$ cat config.mk
export PLATFORM = sky130hd
export DESIGN_NAME = bitmap_fixed_block_allocator_core
export DESIGN_NICKNAME = d
export VERILOG_FILES = /design/src/rtl/core/bfba_pkg.sv /design/src/rtl/core/bfba_ram.sv /design/src/rtl/core/bfba_div.sv /design/src/rtl/core/bitmap_fixed_block_allocator_core.sv
export SDC_FILE = /design/constraint.sdc
export NUM_CORES = 1
export LEC_CHECK = 0
export BUFFER_PORTS_ARGS = -buffer_cell sky130_fd_sc_hd__clkbuf_2
export CORE_ASPECT_RATIO = 2
export CORE_MARGIN = 10
export CORE_UTILIZATION = 40
export DETAILED_ROUTE_END_ITERATION = 8
export HOLD_SLACK_MARGIN = 0.08
export SYNTH_ARGS = -nofsm -noshare
export SYNTH_HDL_FRONTEND = slang
export SYNTH_SLANG_ARGS = --single-unit
$ cat constraint.sdc
create_clock -name clk_i -period 4.9 [get_ports clk_i]
set_input_delay 1.47 -clock clk_i [delete_from_list [all_inputs] [get_ports clk_i]]
set_output_delay 1.47 -clock clk_i [all_outputs]
set_load 0.05 [all_outputs]
$ cat src/rtl/core/bfba_pkg.sv
`default_nettype none
package bfba_pkg;

  localparam logic [1:0] OP_ALLOC    = 2'd0;
  localparam logic [1:0] OP_FREE     = 2'd1;
  localparam logic [1:0] OP_CONTAINS = 2'd2;

  localparam logic [2:0] ST_OK       = 3'd0;
  localparam logic [2:0] ST_FULL     = 3'd1;
  localparam logic [2:0] ST_NOT_USED = 3'd2;
  localparam logic [2:0] ST_RANGE    = 3'd3;
  localparam logic [2:0] ST_MISALIGN = 3'd4;

  localparam logic [1:0] REG_BASE_ADDRESS = 2'd0;
  localparam logic [1:0] REG_BLOCK_SIZE   = 2'd1;

  typedef struct packed {
    logic [1:0]  op;
    logic [31:0] address;
  } in_t;

  typedef struct packed {
    logic [2:0]  status;
    logic [31:0] block_address;
    logic [11:0] block_index;
    logic        all_free;
    logic        all_used;
  } out_t;

  // Result of the shared divider; done pulses for one cycle.
  typedef struct packed {
    logic        done;
    logic [31:0] quo;
    logic [15:0] rem;
  } div_res_t;

endpackage
`default_nettype wire

$ cat src/rtl/core/bfba_ram.sv
`default_nettype none
module bfba_ram #(
  parameter int Width = 8,
  parameter int Depth = 8
) (
  input  wire logic                                 clk_i,
  input  wire logic                                 we_i,
  input  wire logic [(Depth > 1 ? $clog2(Depth) : 1)-1:0] waddr_i,
  input  wire logic [Width-1:0]                     wdata_i,
  input  wire logic [(Depth > 1 ? $clog2(Depth) : 1)-1:0] raddr_i,
  output logic [Width-1:0]                          rdata_o
);

  logic [Width-1:0] mem [Depth];

  always_ff @(posedge clk_i) begin
    if (we_i) begin
      mem[waddr_i] <= wdata_i;
    end
    rdata_o <= mem[raddr_i];
  end

endmodule
`default_nettype wire

$ cat src/rtl/core/bfba_div.sv
`default_nettype none
module bfba_div (
  input  wire logic                  clk_i,
  input  wire logic                  rst_ni,
  input  wire logic                  start_i,
  input  wire logic [31:0]           dividend_i,
  input  wire logic [15:0]           divisor_i,
  output bfba_pkg::div_res_t         res_o
);

  logic        busy_q, busy_d;
  logic [4:0]  cnt_q, cnt_d;
  logic        done_q, done_d;
  logic [31:0] quo_q, quo_d;
  logic [15:0] rem_q, rem_d;
  logic [15:0] dsr_q, dsr_d;
  logic [16:0] trial;
  logic        ge;

  // One quotient bit per cycle, restoring form.
  assign trial = {rem_q, quo_q[31]};
  assign ge    = trial >= {1'b0, dsr_q};

  always_comb begin
    busy_d = busy_q;
    cnt_d  = cnt_q;
    done_d = 1'b0;
    quo_d  = quo_q;
    rem_d  = rem_q;
    dsr_d  = dsr_q;
    if (start_i) begin
      busy_d = 1'b1;
      cnt_d  = '0;
      quo_d  = dividend_i;
      rem_d  = '0;
      dsr_d  = divisor_i;
    end else if (busy_q) begin
      quo_d = {quo_q[30:0], ge};
      rem_d = ge ? 16'(trial - {1'b0, dsr_q}) : trial[15:0];
      cnt_d = cnt_q + 5'd1;
      if (cnt_q == 5'd31) begin
        busy_d = 1'b0;
        done_d = 1'b1;
      end
    end
  end

  always_ff @(posedge clk_i or negedge rst_ni) begin
    if (!rst_ni) begin
      busy_q <= 1'b0;
      cnt_q  <= '0;
      done_q <= 1'b0;
    end else begin
      busy_q <= busy_d;
      cnt_q  <= cnt_d;
      done_q <= done_d;
    end
  end

  always_ff @(posedge clk_i) begin
    quo_q <= quo_d;
    rem_q <= rem_d;
    dsr_q <= dsr_d;
  end

  assign res_o.done = done_q;
  assign res_o.quo  = quo_q;
  assign res_o.rem  = rem_q;

endmodule
`default_nettype wire

$ cat src/rtl/core/bitmap_fixed_block_allocator_core.sv
// Fixed-size block allocator with a one-bit-per-block free map.
// Input channel: in_valid_i / in_stall_o carry one request beat (op, address).
// Output channel: out_valid_o / out_stall_i carry one result beat per request.
// Configuration channel: cfg_valid_i / cfg_ready_o write base_address (index 0)
// or block_size (index 1); it is always ready and should be used while idle.
// The free map lives in a synchronous RAM of map bytes, one row per eight
// blocks; its read data is registered and arrives in the cycle after the
// address is given. Alloc scans the map row by row up to the first free
// block; free and contains wait on the 32-step bit-serial divider that turns
// an offset into a block index.
// A request is taken only while the core is idle, so one request is in flight.
// A finished result sits in the output register; the core takes the next
// request while that beat waits, and holds a second result until the first
// one leaves while out_stall_i is high.
// After reset a clearing pass writes every map row to all free while
// in_stall_o is high; registers return to base 0 and block size 16.
`default_nettype none
module bitmap_fixed_block_allocator_core #(
  parameter int NUM_BLOCKS = 64
) (
  input  wire logic           clk_i,
  input  wire logic           rst_ni,
  input  wire logic           in_valid_i,
  output logic                in_stall_o,
  input  wire bfba_pkg::in_t  in_data_i,
  output logic                out_valid_o,
  input  wire logic           out_stall_i,
  output bfba_pkg::out_t      out_data_o,
  input  wire logic           cfg_valid_i,
  output logic                cfg_ready_o,
  input  wire logic [1:0]     cfg_index_i,
  input  wire logic [31:0]    cfg_data_i
);

  localparam int Rows = (NUM_BLOCKS + 7) / 8;
  localparam int RW   = (Rows > 1) ? $clog2(Rows) : 1;
  localparam int CW   = $clog2(NUM_BLOCKS + 1);
  localparam logic [31:0] MapBytes = 32'(NUM_BLOCKS / 8);
  localparam logic [31:0] NumBlk32 = 32'(NUM_BLOCKS);
  localparam logic [12:0] NumBlk13 = 13'(NUM_BLOCKS);
  localparam logic [CW-1:0] NumBlkC = CW'(NUM_BLOCKS);
  localparam logic [RW-1:0] LastRow = RW'(Rows - 1);

  localparam logic [3:0] S_CLEAR   = 4'd0;
  localparam logic [3:0] S_IDLE    = 4'd1;
  localparam logic [3:0] S_DIV     = 4'd2;
  localparam logic [3:0] S_SCAN_RD = 4'd3;
  localparam logic [3:0] S_SCAN_CK = 4'd4;
  localparam logic [3:0] S_FREE_RD = 4'd5;
  localparam logic [3:0] S_FREE_CK = 4'd6;
  localparam logic [3:0] S_MUL     = 4'd7;
  localparam logic [3:0] S_ADDR    = 4'd8;
  localparam logic [3:0] S_OUT     = 4'd9;

  logic [3:0]    state_q, state_d;
  logic [RW-1:0] row_q, row_d;
  logic [CW-1:0] cnt_q, cnt_d;
  logic [31:0]   base_q;
  logic [15:0]   bsize_q;
  logic [1:0]    op_q, op_d;
  logic [31:0]   off_q, off_d;
  logic [28:0]   span_q, span_d;
  logic [12:0]   idx_q, idx_d;
  logic [28:0]   prod_q, prod_d;
  logic [2:0]    res_st_q, res_st_d;
  logic [31:0]   res_addr_q, res_addr_d;
  logic [11:0]   res_idx_q, res_idx_d;
  logic          out_valid_q, out_valid_d;
  bfba_pkg::out_t out_q, out_d;

  logic [15:0]   bs_eff;
  logic [31:0]   off_in;
  logic          accept;
  logic          div_start;
  bfba_pkg::div_res_t div_res;

  logic          ram_we;
  logic [RW-1:0] ram_waddr, ram_raddr;
  logic [7:0]    ram_wdata, ram_rdata;

  logic [7:0]    row_valid;
  logic [7:0]    row_free;
  logic [2:0]    first_k;
  logic [7:0]    q_mask;
  logic          out_load;

  assign bs_eff    = (bsize_q == 16'd0) ? 16'd1 : bsize_q;
  assign off_in    = in_data_i.address - base_q - MapBytes;
  assign accept    = in_valid_i && !in_stall_o;
  assign in_stall_o  = (state_q != S_IDLE);
  assign cfg_ready_o = 1'b1;
  assign div_start = accept && (in_data_i.op == bfba_pkg::OP_FREE ||
                                in_data_i.op == bfba_pkg::OP_CONTAINS);

  // Blocks past NUM_BLOCKS in the last row never count as free.
  always_comb begin
    for (int p = 0; p < 8; p++) begin
      row_valid[p] = (14'({row_q, 3'b000}) + 14'(7 - p)) < {1'b0, NumBlk13};
    end
  end
  assign row_free = ram_rdata & row_valid;

  // Bit 7 is the lowest block of a row, so the highest set bit wins.
  always_comb begin
    first_k = 3'd0;
    for (int p = 0; p < 8; p++) begin
      if (row_free[p]) begin
        first_k = 3'(7 - p);
      end
    end
  end

  assign q_mask    = 8'h80 >> div_res.quo[2:0];
  assign ram_raddr = (state_q == S_FREE_RD) ? div_res.quo[RW+2:3] : row_q;
  assign out_load  = !out_valid_q || !out_stall_i;

  always_comb begin
    state_d    = state_q;
    row_d      = row_q;
    cnt_d      = cnt_q;
    op_d       = op_q;
    off_d      = off_q;
    span_d     = span_q;
    idx_d      = idx_q;
    prod_d     = prod_q;
    res_st_d   = res_st_q;
    res_addr_d = res_addr_q;
    res_idx_d  = res_idx_q;
    out_d      = out_q;
    out_valid_d = out_valid_q;
    ram_we     = 1'b0;
    ram_waddr  = row_q;
    ram_wdata  = 8'hFF;

    if (out_valid_q && !out_stall_i) begin
      out_valid_d = 1'b0;
    end

    case (state_q)
      S_CLEAR: begin
        ram_we = 1'b1;
        row_d  = row_q + RW'(1);
        if (row_q == LastRow) begin
          row_d   = '0;
          state_d = S_IDLE;
        end
      end
      S_IDLE: begin
        if (accept) begin
          op_d       = in_data_i.op;
          off_d      = off_in;
          span_d     = {16'b0, NumBlk13} * {13'b0, bs_eff};
          res_st_d   = bfba_pkg::ST_OK;
          res_addr_d = '0;
          res_idx_d  = '0;
          row_d      = '0;
          case (in_data_i.op)
            bfba_pkg::OP_ALLOC: begin
              if (cnt_q == '0) begin
                res_st_d = bfba_pkg::ST_FULL;
                state_d  = S_OUT;
              end else begin
                state_d = S_SCAN_RD;
              end
            end
            bfba_pkg::OP_FREE:     state_d = S_DIV;
            bfba_pkg::OP_CONTAINS: state_d = S_DIV;
            default:               state_d = S_OUT;
          endcase
        end
      end
      S_DIV: begin
        if (div_res.done) begin
          if (op_q == bfba_pkg::OP_FREE) begin
            if (div_res.quo >= NumBlk32) begin
              res_st_d = bfba_pkg::ST_RANGE;
              state_d  = S_OUT;
            end else begin
              res_idx_d = div_res.quo[11:0];
              state_d   = S_FREE_RD;
            end
          end else begin
            if (off_q >= {3'b0, span_q}) begin
              res_st_d = bfba_pkg::ST_RANGE;
            end else begin
              res_idx_d = div_res.quo[11:0];
              if (div_res.rem != 16'd0) begin
                res_st_d = bfba_pkg::ST_MISALIGN;
              end
            end
            state_d = S_OUT;
          end
        end
      end
      S_SCAN_RD: begin
        state_d = S_SCAN_CK;
      end
      S_SCAN_CK: begin
        if (row_free != 8'h00) begin
          ram_we    = 1'b1;
          ram_wdata = ram_rdata & ~(8'h80 >> first_k);
          cnt_d     = cnt_q - CW'(1);
          idx_d     = 13'({row_q, 3'b000}) + 13'(first_k);
          state_d   = S_MUL;
        end else begin
          row_d   = row_q + RW'(1);
          state_d = S_SCAN_RD;
        end
      end
      S_FREE_RD: begin
        state_d = S_FREE_CK;
      end
      S_FREE_CK: begin
        if ((ram_rdata & q_mask) != 8'h00) begin
          res_st_d = bfba_pkg::ST_NOT_USED;
        end else begin
          ram_we    = 1'b1;
          ram_waddr = div_res.quo[RW+2:3];
          ram_wdata = ram_rdata | q_mask;
          cnt_d     = cnt_q + CW'(1);
        end
        state_d = S_OUT;
      end
      S_MUL: begin
        prod_d  = {16'b0, idx_q} * {13'b0, bs_eff};
        state_d = S_ADDR;
      end
      S_ADDR: begin
        res_addr_d = base_q + MapBytes + {3'b0, prod_q};
        res_idx_d  = idx_q[11:0];
        state_d    = S_OUT;
      end
      S_OUT: begin
        if (out_load) begin
          out_d.status        = res_st_q;
          out_d.block_address = res_addr_q;
          out_d.block_index   = res_idx_q;
          out_d.all_free      = (cnt_q == NumBlkC);
          out_d.all_used      = (cnt_q == '0);
          out_valid_d         = 1'b1;
          state_d             = S_IDLE;
        end
      end
      default: begin
        state_d = S_IDLE;
      end
    endcase
  end

  always_ff @(posedge clk_i or negedge rst_ni) begin
    if (!rst_ni) begin
      state_q     <= S_CLEAR;
      row_q       <= '0;
      cnt_q       <= NumBlkC;
      base_q      <= 32'd0;
      bsize_q     <= 16'd16;
      out_valid_q <= 1'b0;
    end else begin
      state_q     <= state_d;
      row_q       <= row_d;
      cnt_q       <= cnt_d;
      out_valid_q <= out_valid_d;
      if (cfg_valid_i && cfg_ready_o) begin
        if (cfg_index_i == bfba_pkg::REG_BASE_ADDRESS) begin
          base_q <= cfg_data_i;
        end else if (cfg_index_i == bfba_pkg::REG_BLOCK_SIZE) begin
          bsize_q <= cfg_data_i[15:0];
        end
      end
    end
  end

  always_ff @(posedge clk_i) begin
    op_q       <= op_d;
    off_q      <= off_d;
    span_q     <= span_d;
    idx_q      <= idx_d;
    prod_q     <= prod_d;
    res_st_q   <= res_st_d;
    res_addr_q <= res_addr_d;
    res_idx_q  <= res_idx_d;
    out_q      <= out_d;
  end

  assign out_valid_o = out_valid_q;
  assign out_data_o  = out_q;

  bfba_ram #(
    .Width(8),
    .Depth(Rows)
  ) u_map (
    .clk_i  (clk_i),
    .we_i   (ram_we),
    .waddr_i(ram_waddr),
    .wdata_i(ram_wdata),
    .raddr_i(ram_raddr),
    .rdata_o(ram_rdata)
  );

  bfba_div u_div (
    .clk_i     (clk_i),
    .rst_ni    (rst_ni),
    .start_i   (div_start),
    .dividend_i(off_in),
    .divisor_i (bs_eff),
    .res_o     (div_res)
  );

endmodule
`default_nettype wire

After elaboration in Yosys (flattened, before gate mapping). Memories as Yosys holds them, arrays and structs flattened. A register that Yosys moved wholly into a read port is not among the register bits. Index checks and enable logic that the tools add are counted.

Register bits: 322. Bits in writable memories: 64. Input port bits: 73. Word-level logic and storage cells: 196. Memories: 1.

Add/subtract/negate cells: 17. Multiply operators: 1. $lt $le $gt $ge: 11. Equality and inequality tests: 29. Shift operators: 2. Mux-type cells: 69. Bitwise operators: 6. Reductions and logical operators: 35.

Memory list: u_map.mem (depth 8, width 8, read ports 1, clocked after memory_dff 1, wr ports 1, line bfba_ram.sv:14) `logic [Width-1:0] mem [Depth];`.

Operators with widths (count): 2-to-1 mux 32 bit (3); 2-to-1 mux 3 bit (22); case mux 32 bit (2 select lines) (1); 2-to-1 mux 12 bit (5); < comparator 7 bit (second input constant) (7); case mux 12 bit (3 select lines) (1); case mux 4 bit (9 select lines) (1); adder 32 x 29 -> 32 bit (1); adder 32 x 4 -> 32 bit (second input constant) (1); greater-or-equal comparator 32 x 22 -> 1 bit (1); greater-or-equal comparator 32 x 7 -> 1 bit (second input constant) (1); 2-to-1 mux 16 bit (2); subtractor 32 bit (1); subtractor 32 x 4 -> 32 bit (second input constant) (1); multiplier 13 x 16 -> 29 bit (1); adder 6 x 3 -> 7 bit (second input constant) (4); 2-to-1 mux 4 bit (7); AND 8 bit (3); case mux 3 bit (3 select lines) (2); greater-or-equal comparator 17 x 16 -> 1 bit (1); == test 4 x 3 -> 1 bit (second input constant) (4); logical NOT 16 bit (1); 2-to-1 mux 8 bit (2); case mux 8 bit (2 select lines) (1); other kinds (48) (96).

Depth between registers and ports, before layout.
Depth after elaboration: 16. Mapped depth: 20. Gate-level depth less buffers: 20.

Modules after synthesis. From an unflattened synthesis, not the netlist that was laid out.

Cell total of the unflattened synthesis: 2151. Area total of the unflattened synthesis: 23970.5 um2.

Modules (own cells, without submodules): bitmap_fixed_block_allocator_core (times used 1, cells each 1686, area an instance 17390.4 um2, sequential area each 6864.1 um2); bfba_div (times used 1, cells each 351, area an instance 3888.7 um2, sequential area each 1936.9 um2); bfba_ram (times used 1, cells each 114, area an instance 2691.3 um2, sequential area each 2082.0 um2).

Worst setup path before layout. No wires, ideal clock.

Path kind: register to register. Start: reg bsize_q[8]. End: reg prod_q[23], data pin. Arrival time: 4619 ps. Data required time: 4637 ps. Setup slack: 18 ps. Cell stages (with the launch flop): 19. Buffers on the path: 0. Period minus slack after synthesis: 4882 ps. Cells stage by stage: dfrtp_1 -> nor4_1 -> a41oi_1 -> inv_1 -> nand2_1 -> fa_1 -> inv_1 -> fa_1 -> ha_1 -> ha_1 -> fa_1 -> ha_1 -> a21o_1 -> a21oi_1 -> o21ai_0 -> a31oi_1 -> o211ai_1 -> a31oi_1 -> a21oi_1.

Word-level cells in the longest chain between the ends: 3.

RTL lines: start, declared (line bitmap_fixed_block_allocator_core.sv:59) `logic [15:0] bsize_q;`; start signal, assigned (line bitmap_fixed_block_allocator_core.sv:267) `bsize_q <= cfg_data_i[15:0];`; logical NOT 16 bit (line bitmap_fixed_block_allocator_core.sv:87) `assign bs_eff = (bsize_q == 16'd0) ? 16'd1 : bsize_q;`; 2-to-1 mux 16 bit (line bitmap_fixed_block_allocator_core.sv:87); named net bs_eff[0] (line bitmap_fixed_block_allocator_core.sv:71) `logic [15:0] bs_eff;`; multiplier 13 x 16 -> 29 bit (line bitmap_fixed_block_allocator_core.sv:225) `prod_d = {16'b0, idx_q} * {13'b0, bs_eff};`; end signal, assigned (line bitmap_fixed_block_allocator_core.sv:278) `prod_q <= prod_d;`; end, declared (line bitmap_fixed_block_allocator_core.sv:64) `logic [28:0] prod_q, prod_d;`.

The timed path passes the listed nets, and every way through them passes these cells. A chain may end at the register's enable or synchronous reset.

Worst setup path after layout.
Start: reg idx_q[3]. End: reg prod_q[20], data pin.

Word-level cells in the longest chain between the ends: 1.

RTL lines: start, declared (line bitmap_fixed_block_allocator_core.sv:63) `logic [12:0] idx_q, idx_d;`; start signal, assigned (line bitmap_fixed_block_allocator_core.sv:277) `idx_q <= idx_d;`; multiplier 13 x 16 -> 29 bit (line bitmap_fixed_block_allocator_core.sv:225).

No other way between the ends.

==> summary.md <==
| Metric | Value |
|---|---|
| Count of standard-cell rows | 126 |
| Layout filler cell count | 5418 |
| Seq/Total Area, Yosys | 45.6% |
| Vias in the first global route | 18.1k |
| Final Util | 47.1% |
| Clk sinks | 382 |
| Hold path startpoint | res_addr_q[21] |
| Maximum fanout along the worst path | 5 |
| Cts bufs inserted | 37 |
| Worst slew margin | 20.9% |
| Crit end category | flop |
| Failing checks | setup timing |
| Most frequent cells in the layout | edfxtp_1, inv_1, ha_1 |
| Via/cell ratio | 5.42 |
| Core area | 0.0591 sq mm |
| Avg Cell Area, Syn | 10.9 sq um |
| FF+latch count, synth | 382 |
| Area Growth Syn to Fin | 16.5% |
| Worst hold slack | 0.421 ns |
| Ys Warns | 0 |
| Via count | 17.3k |
| Dpl ws | -0.459 ns |
| Routed Antenna Nets | 0 |
| Worst slew pin tran | 1.18 ns |
| DRC Markers | 0 |
| Clock latency on the worst-skew pair | 0.57 ns |
| H-tree depth | 2 |
| Hpwl dp | 53500 um |
| Root Driver | clkbuf_16 |
| Final period utilization | 100% |
| Yosys cell types | 88 |
| Main combinational cell family by area after synthesis | adder cells |
| Compound-Gate Fraction of Synth Area | 11.3% |
| Setup_tns | -0.0229 ns |
| Initial Utilization | 40.4% |
| Final setup skew | 0.0211 ns |
| Post-synthesis instance area | 0.0239 sq mm |
| Hold EP | out_data_o[35] |
| Main synth FF type | edfxtp_1 |
| Die height | 366 um |
| Net Count, Synth | 2551 |
| Data arrival, critical path | 5.24 ns |
| F_max | 0.203 GHz |
| Layout cells sized above 1 | 21.6% |
| FF-to-FF Start | idx_q[3] |
| Final setup viols | 1 |
| Reg-to-reg endpoint | prod_q[20] |
| Post-Synth Adder-Cell Area | 17.3% |
| Hold Buf Count CTS | 0 |
| Reg2reg setup slack | -0.02 ns |
| Max-cap viol count | 0 |
| Routed WL | 68300 um |
| Simple-gate share of the synthesized area | 11.4% |
| Max Slew Vio Count | 0 |
| RSZ-0062 raised after global routing | true |
| Leak | 11.9 nW |
| Final Hold Viols | 0 |
| Final #Nets | 2768 |
| Gpl congestion | 0.953 |
| Commonest non-fill, non-tap cell in the layout | edfxtp_1 |
| Clock Pin Slew Worst Setup and Hold Paths | 0.07 ns |
| Asr flop ratio synth | 18.3% |
| Result of the run | finished, violations left |
| Final instance area | 0.0278 sq mm |
| Post-synth EDFFs | 288 |
| Post-synthesis mux area share | 5.67% |
| Setup crit start kind | flop |
| M1 GR Usage | 20.2% |
| DRT iter0 DRCs | 939 |
| First-pass GRT wire length | 104000 um |
| Synth Area in XOR/XNOR | 2.75% |
| Max clock buf depth | 3 |
| Pwr/cell area | 606 mW/mm^2 |
| Worst setup margin | -0.0229 ns |
| First-pass DRT Iterations | 5 |
| I/O pin cnt | 125 |
| Data required time of the worst path | 5.22 ns |
| Die boundary width | 193 um |
| Placed cell areas | 0.0259 sq mm |
| GR Util met3 | 2.06% |
| R2R cell count | 20 |
| CTS tree | yes |
| WL/cell | 21.4 um |
| Type of the tightest min-delay check | reg2reg |
| Hold depth | 0 |
| Busiest grt layer | met2 |
| Die area | 0.0705 sq mm |
| Final Critical Period | 4.92 ns |
| Total GRT Usage | 19.2% |
| Overflow after GRT | 0 |
| Largest net degree at the start of global routing | 59 |
| Port bufs | 123 |
| Maximum VDD drop | 0.000314 V |
| CP Class | reg2reg |
| Met2 GRT Util | 36.3% |
| Mapped Cells | 2184 |
| Initial antenna violation count | 1 |
flip-flops by register name, summed over array words and instances, names as in the netlist, 2 cells and up:
register and cells:
bsize_q 16, prod_q 24, res_st_q 3, u_div.dsr_q 16, state_q 4, op_q 2, off_q 32, u_map.rdata_o 8
cnt_q 7, u_div.quo_q 32, res_idx_q 12, span_q 16, row_q 3, res_addr_q 32, base_q 32, u_div.rem_q 16
out_data_o 49, u_div.cnt_q 5, idx_q 6, u_map.mem 64
routing by layer:
metal	vias up	routed length, um
met2	403	37300
met5	-	0
met3	153	2410
met1	8600	24900
li1	8180	-
met4	0	3670
synthesized netlist by cell type, types with 4 or more instances:
library cell    n  area share, %
a2111oi_0       5           0.18
a211o_1         4           0.15
a211oi_1       14           0.44
a21o_1         25           0.79
a21oi_1       126            2.6
a22o_1          6           0.22
a31o_2          4           0.15
a31oi_1        16           0.42
a41oi_1         6           0.22
and2_1         83            2.2
and3_1         25           0.65
and4_1          5           0.18
buf_2           5           0.10
clkbuf_1       66            1.0
dfrtp_1        68            7.1
dfxtp_1        24            2.0
edfxtp_1      288             36
fa_1           61            5.1
ha_1          233             12
inv_1         289            4.5
mux2_2         71            3.3
mux2i_1        15           0.63
mux4_2         18            1.7
nand2_1       157            2.5
nand2b_1       11           0.29
nand3_1        24           0.50
nand3b_1        7           0.22
nand4_1        22           0.58
nor2_1        110            1.7
nor2b_1        17           0.45
nor3_1         30           0.63
nor3b_1         5           0.16
nor4_1         19           0.50
o211ai_1       13           0.41
o21a_1         14           0.44
o21ai_0        99            2.1
o21bai_1       12           0.38
o311ai_0        4           0.15
o31a_1          4           0.15
o31ai_1        11           0.35
or3_1           8           0.21
or4_1           5           0.16
xnor2_1        41            1.5
xor2_1         34            1.2
worst max-delay path by stage:
stage,start,endpoint,slack (ns)
final,idx_q[3],prod_q[20],-0.02
after global routing,idx_q[3],prod_q[20],-0.16
after detailed placement,bsize_q[12],prod_q[22],-0.46
after global placement,bsize_q[12],prod_q[22],-0.32
after CTS,idx_q[3],prod_q[21],-0.007
after floorplan,bsize_q[8],prod_q[23],0.02
final cells by class:
cell class                      count  area, sq um  area share, %
Timing Repair Buffer              257         1650           5.94
Clock buffer                       44          983           3.53
Sequential cell                   382        10900           39.1
Multi-Input combinational cell   1431        12100           43.3
Inverter                          292         1100           3.94
Antenna cell                        1         2.50        0.00899
Clock inverter                     24          195          0.701
Tap cell                          768          961           3.45
logic make-up after synthesis:
| group | count (synthesis) |
|---|---|
| adder cells (fa/ha/maj) | 294 |
| buffers and inverters | 371 |
| other | 1 |
| AO/OA/AOI/OAI | 414 |
| flip-flops | 382 |
| multiplexers | 104 |
| XOR/XNOR | 75 |
| AND/OR/NAND/NOR | 543 |
worst max-delay path, cell delays in order (launching register included):
cell,delay (ns)
edfxtp_1,0.45
buf_6,0.17
buf_6,0.12
and2_4,0.13
fa_1,0.57
inv_2,0.05
fa_1,0.50
inv_1,0.05
fa_1,0.44
ha_1,0.28
inv_1,0.04
fa_1,0.50
inv_2,0.05
ha_4,0.22
a21o_1,0.19
a21oi_2,0.18
o21ai_4,0.09
buf_4,0.14
o31ai_4,0.28
buf_4,0.16
xnor2_1,0.05
per-stage QoR:
stage               instances  power (mW)
finish                   3199        16.9
global route             3199        18.0
CTS                      3192        16.6
detailed placement       3085        13.0
global placement         3085        12.9
floorplan                2184        10.4
repair_timing:
item,4_1_cts,5_1_grt
endpoints found under the setup margin,13,13
setup buffers,38,9
pin swaps,61,34
gates resized for setup,68,43
gates cloned,1,0
report_power, final:
group | total, mW | internal [mW] | switching, mW | leakage, nW
sequential | 5.33 | 4.69 | 0.648 | 3.64
combinational | 8.67 | 3.67 | 5.00 | 7.70
clock | 2.86 | 1.52 | 1.34 | 0.573
total | 16.9 | 9.88 | 6.99 | 11.9
No activity file was read; power rests on OpenSTA's default activity.
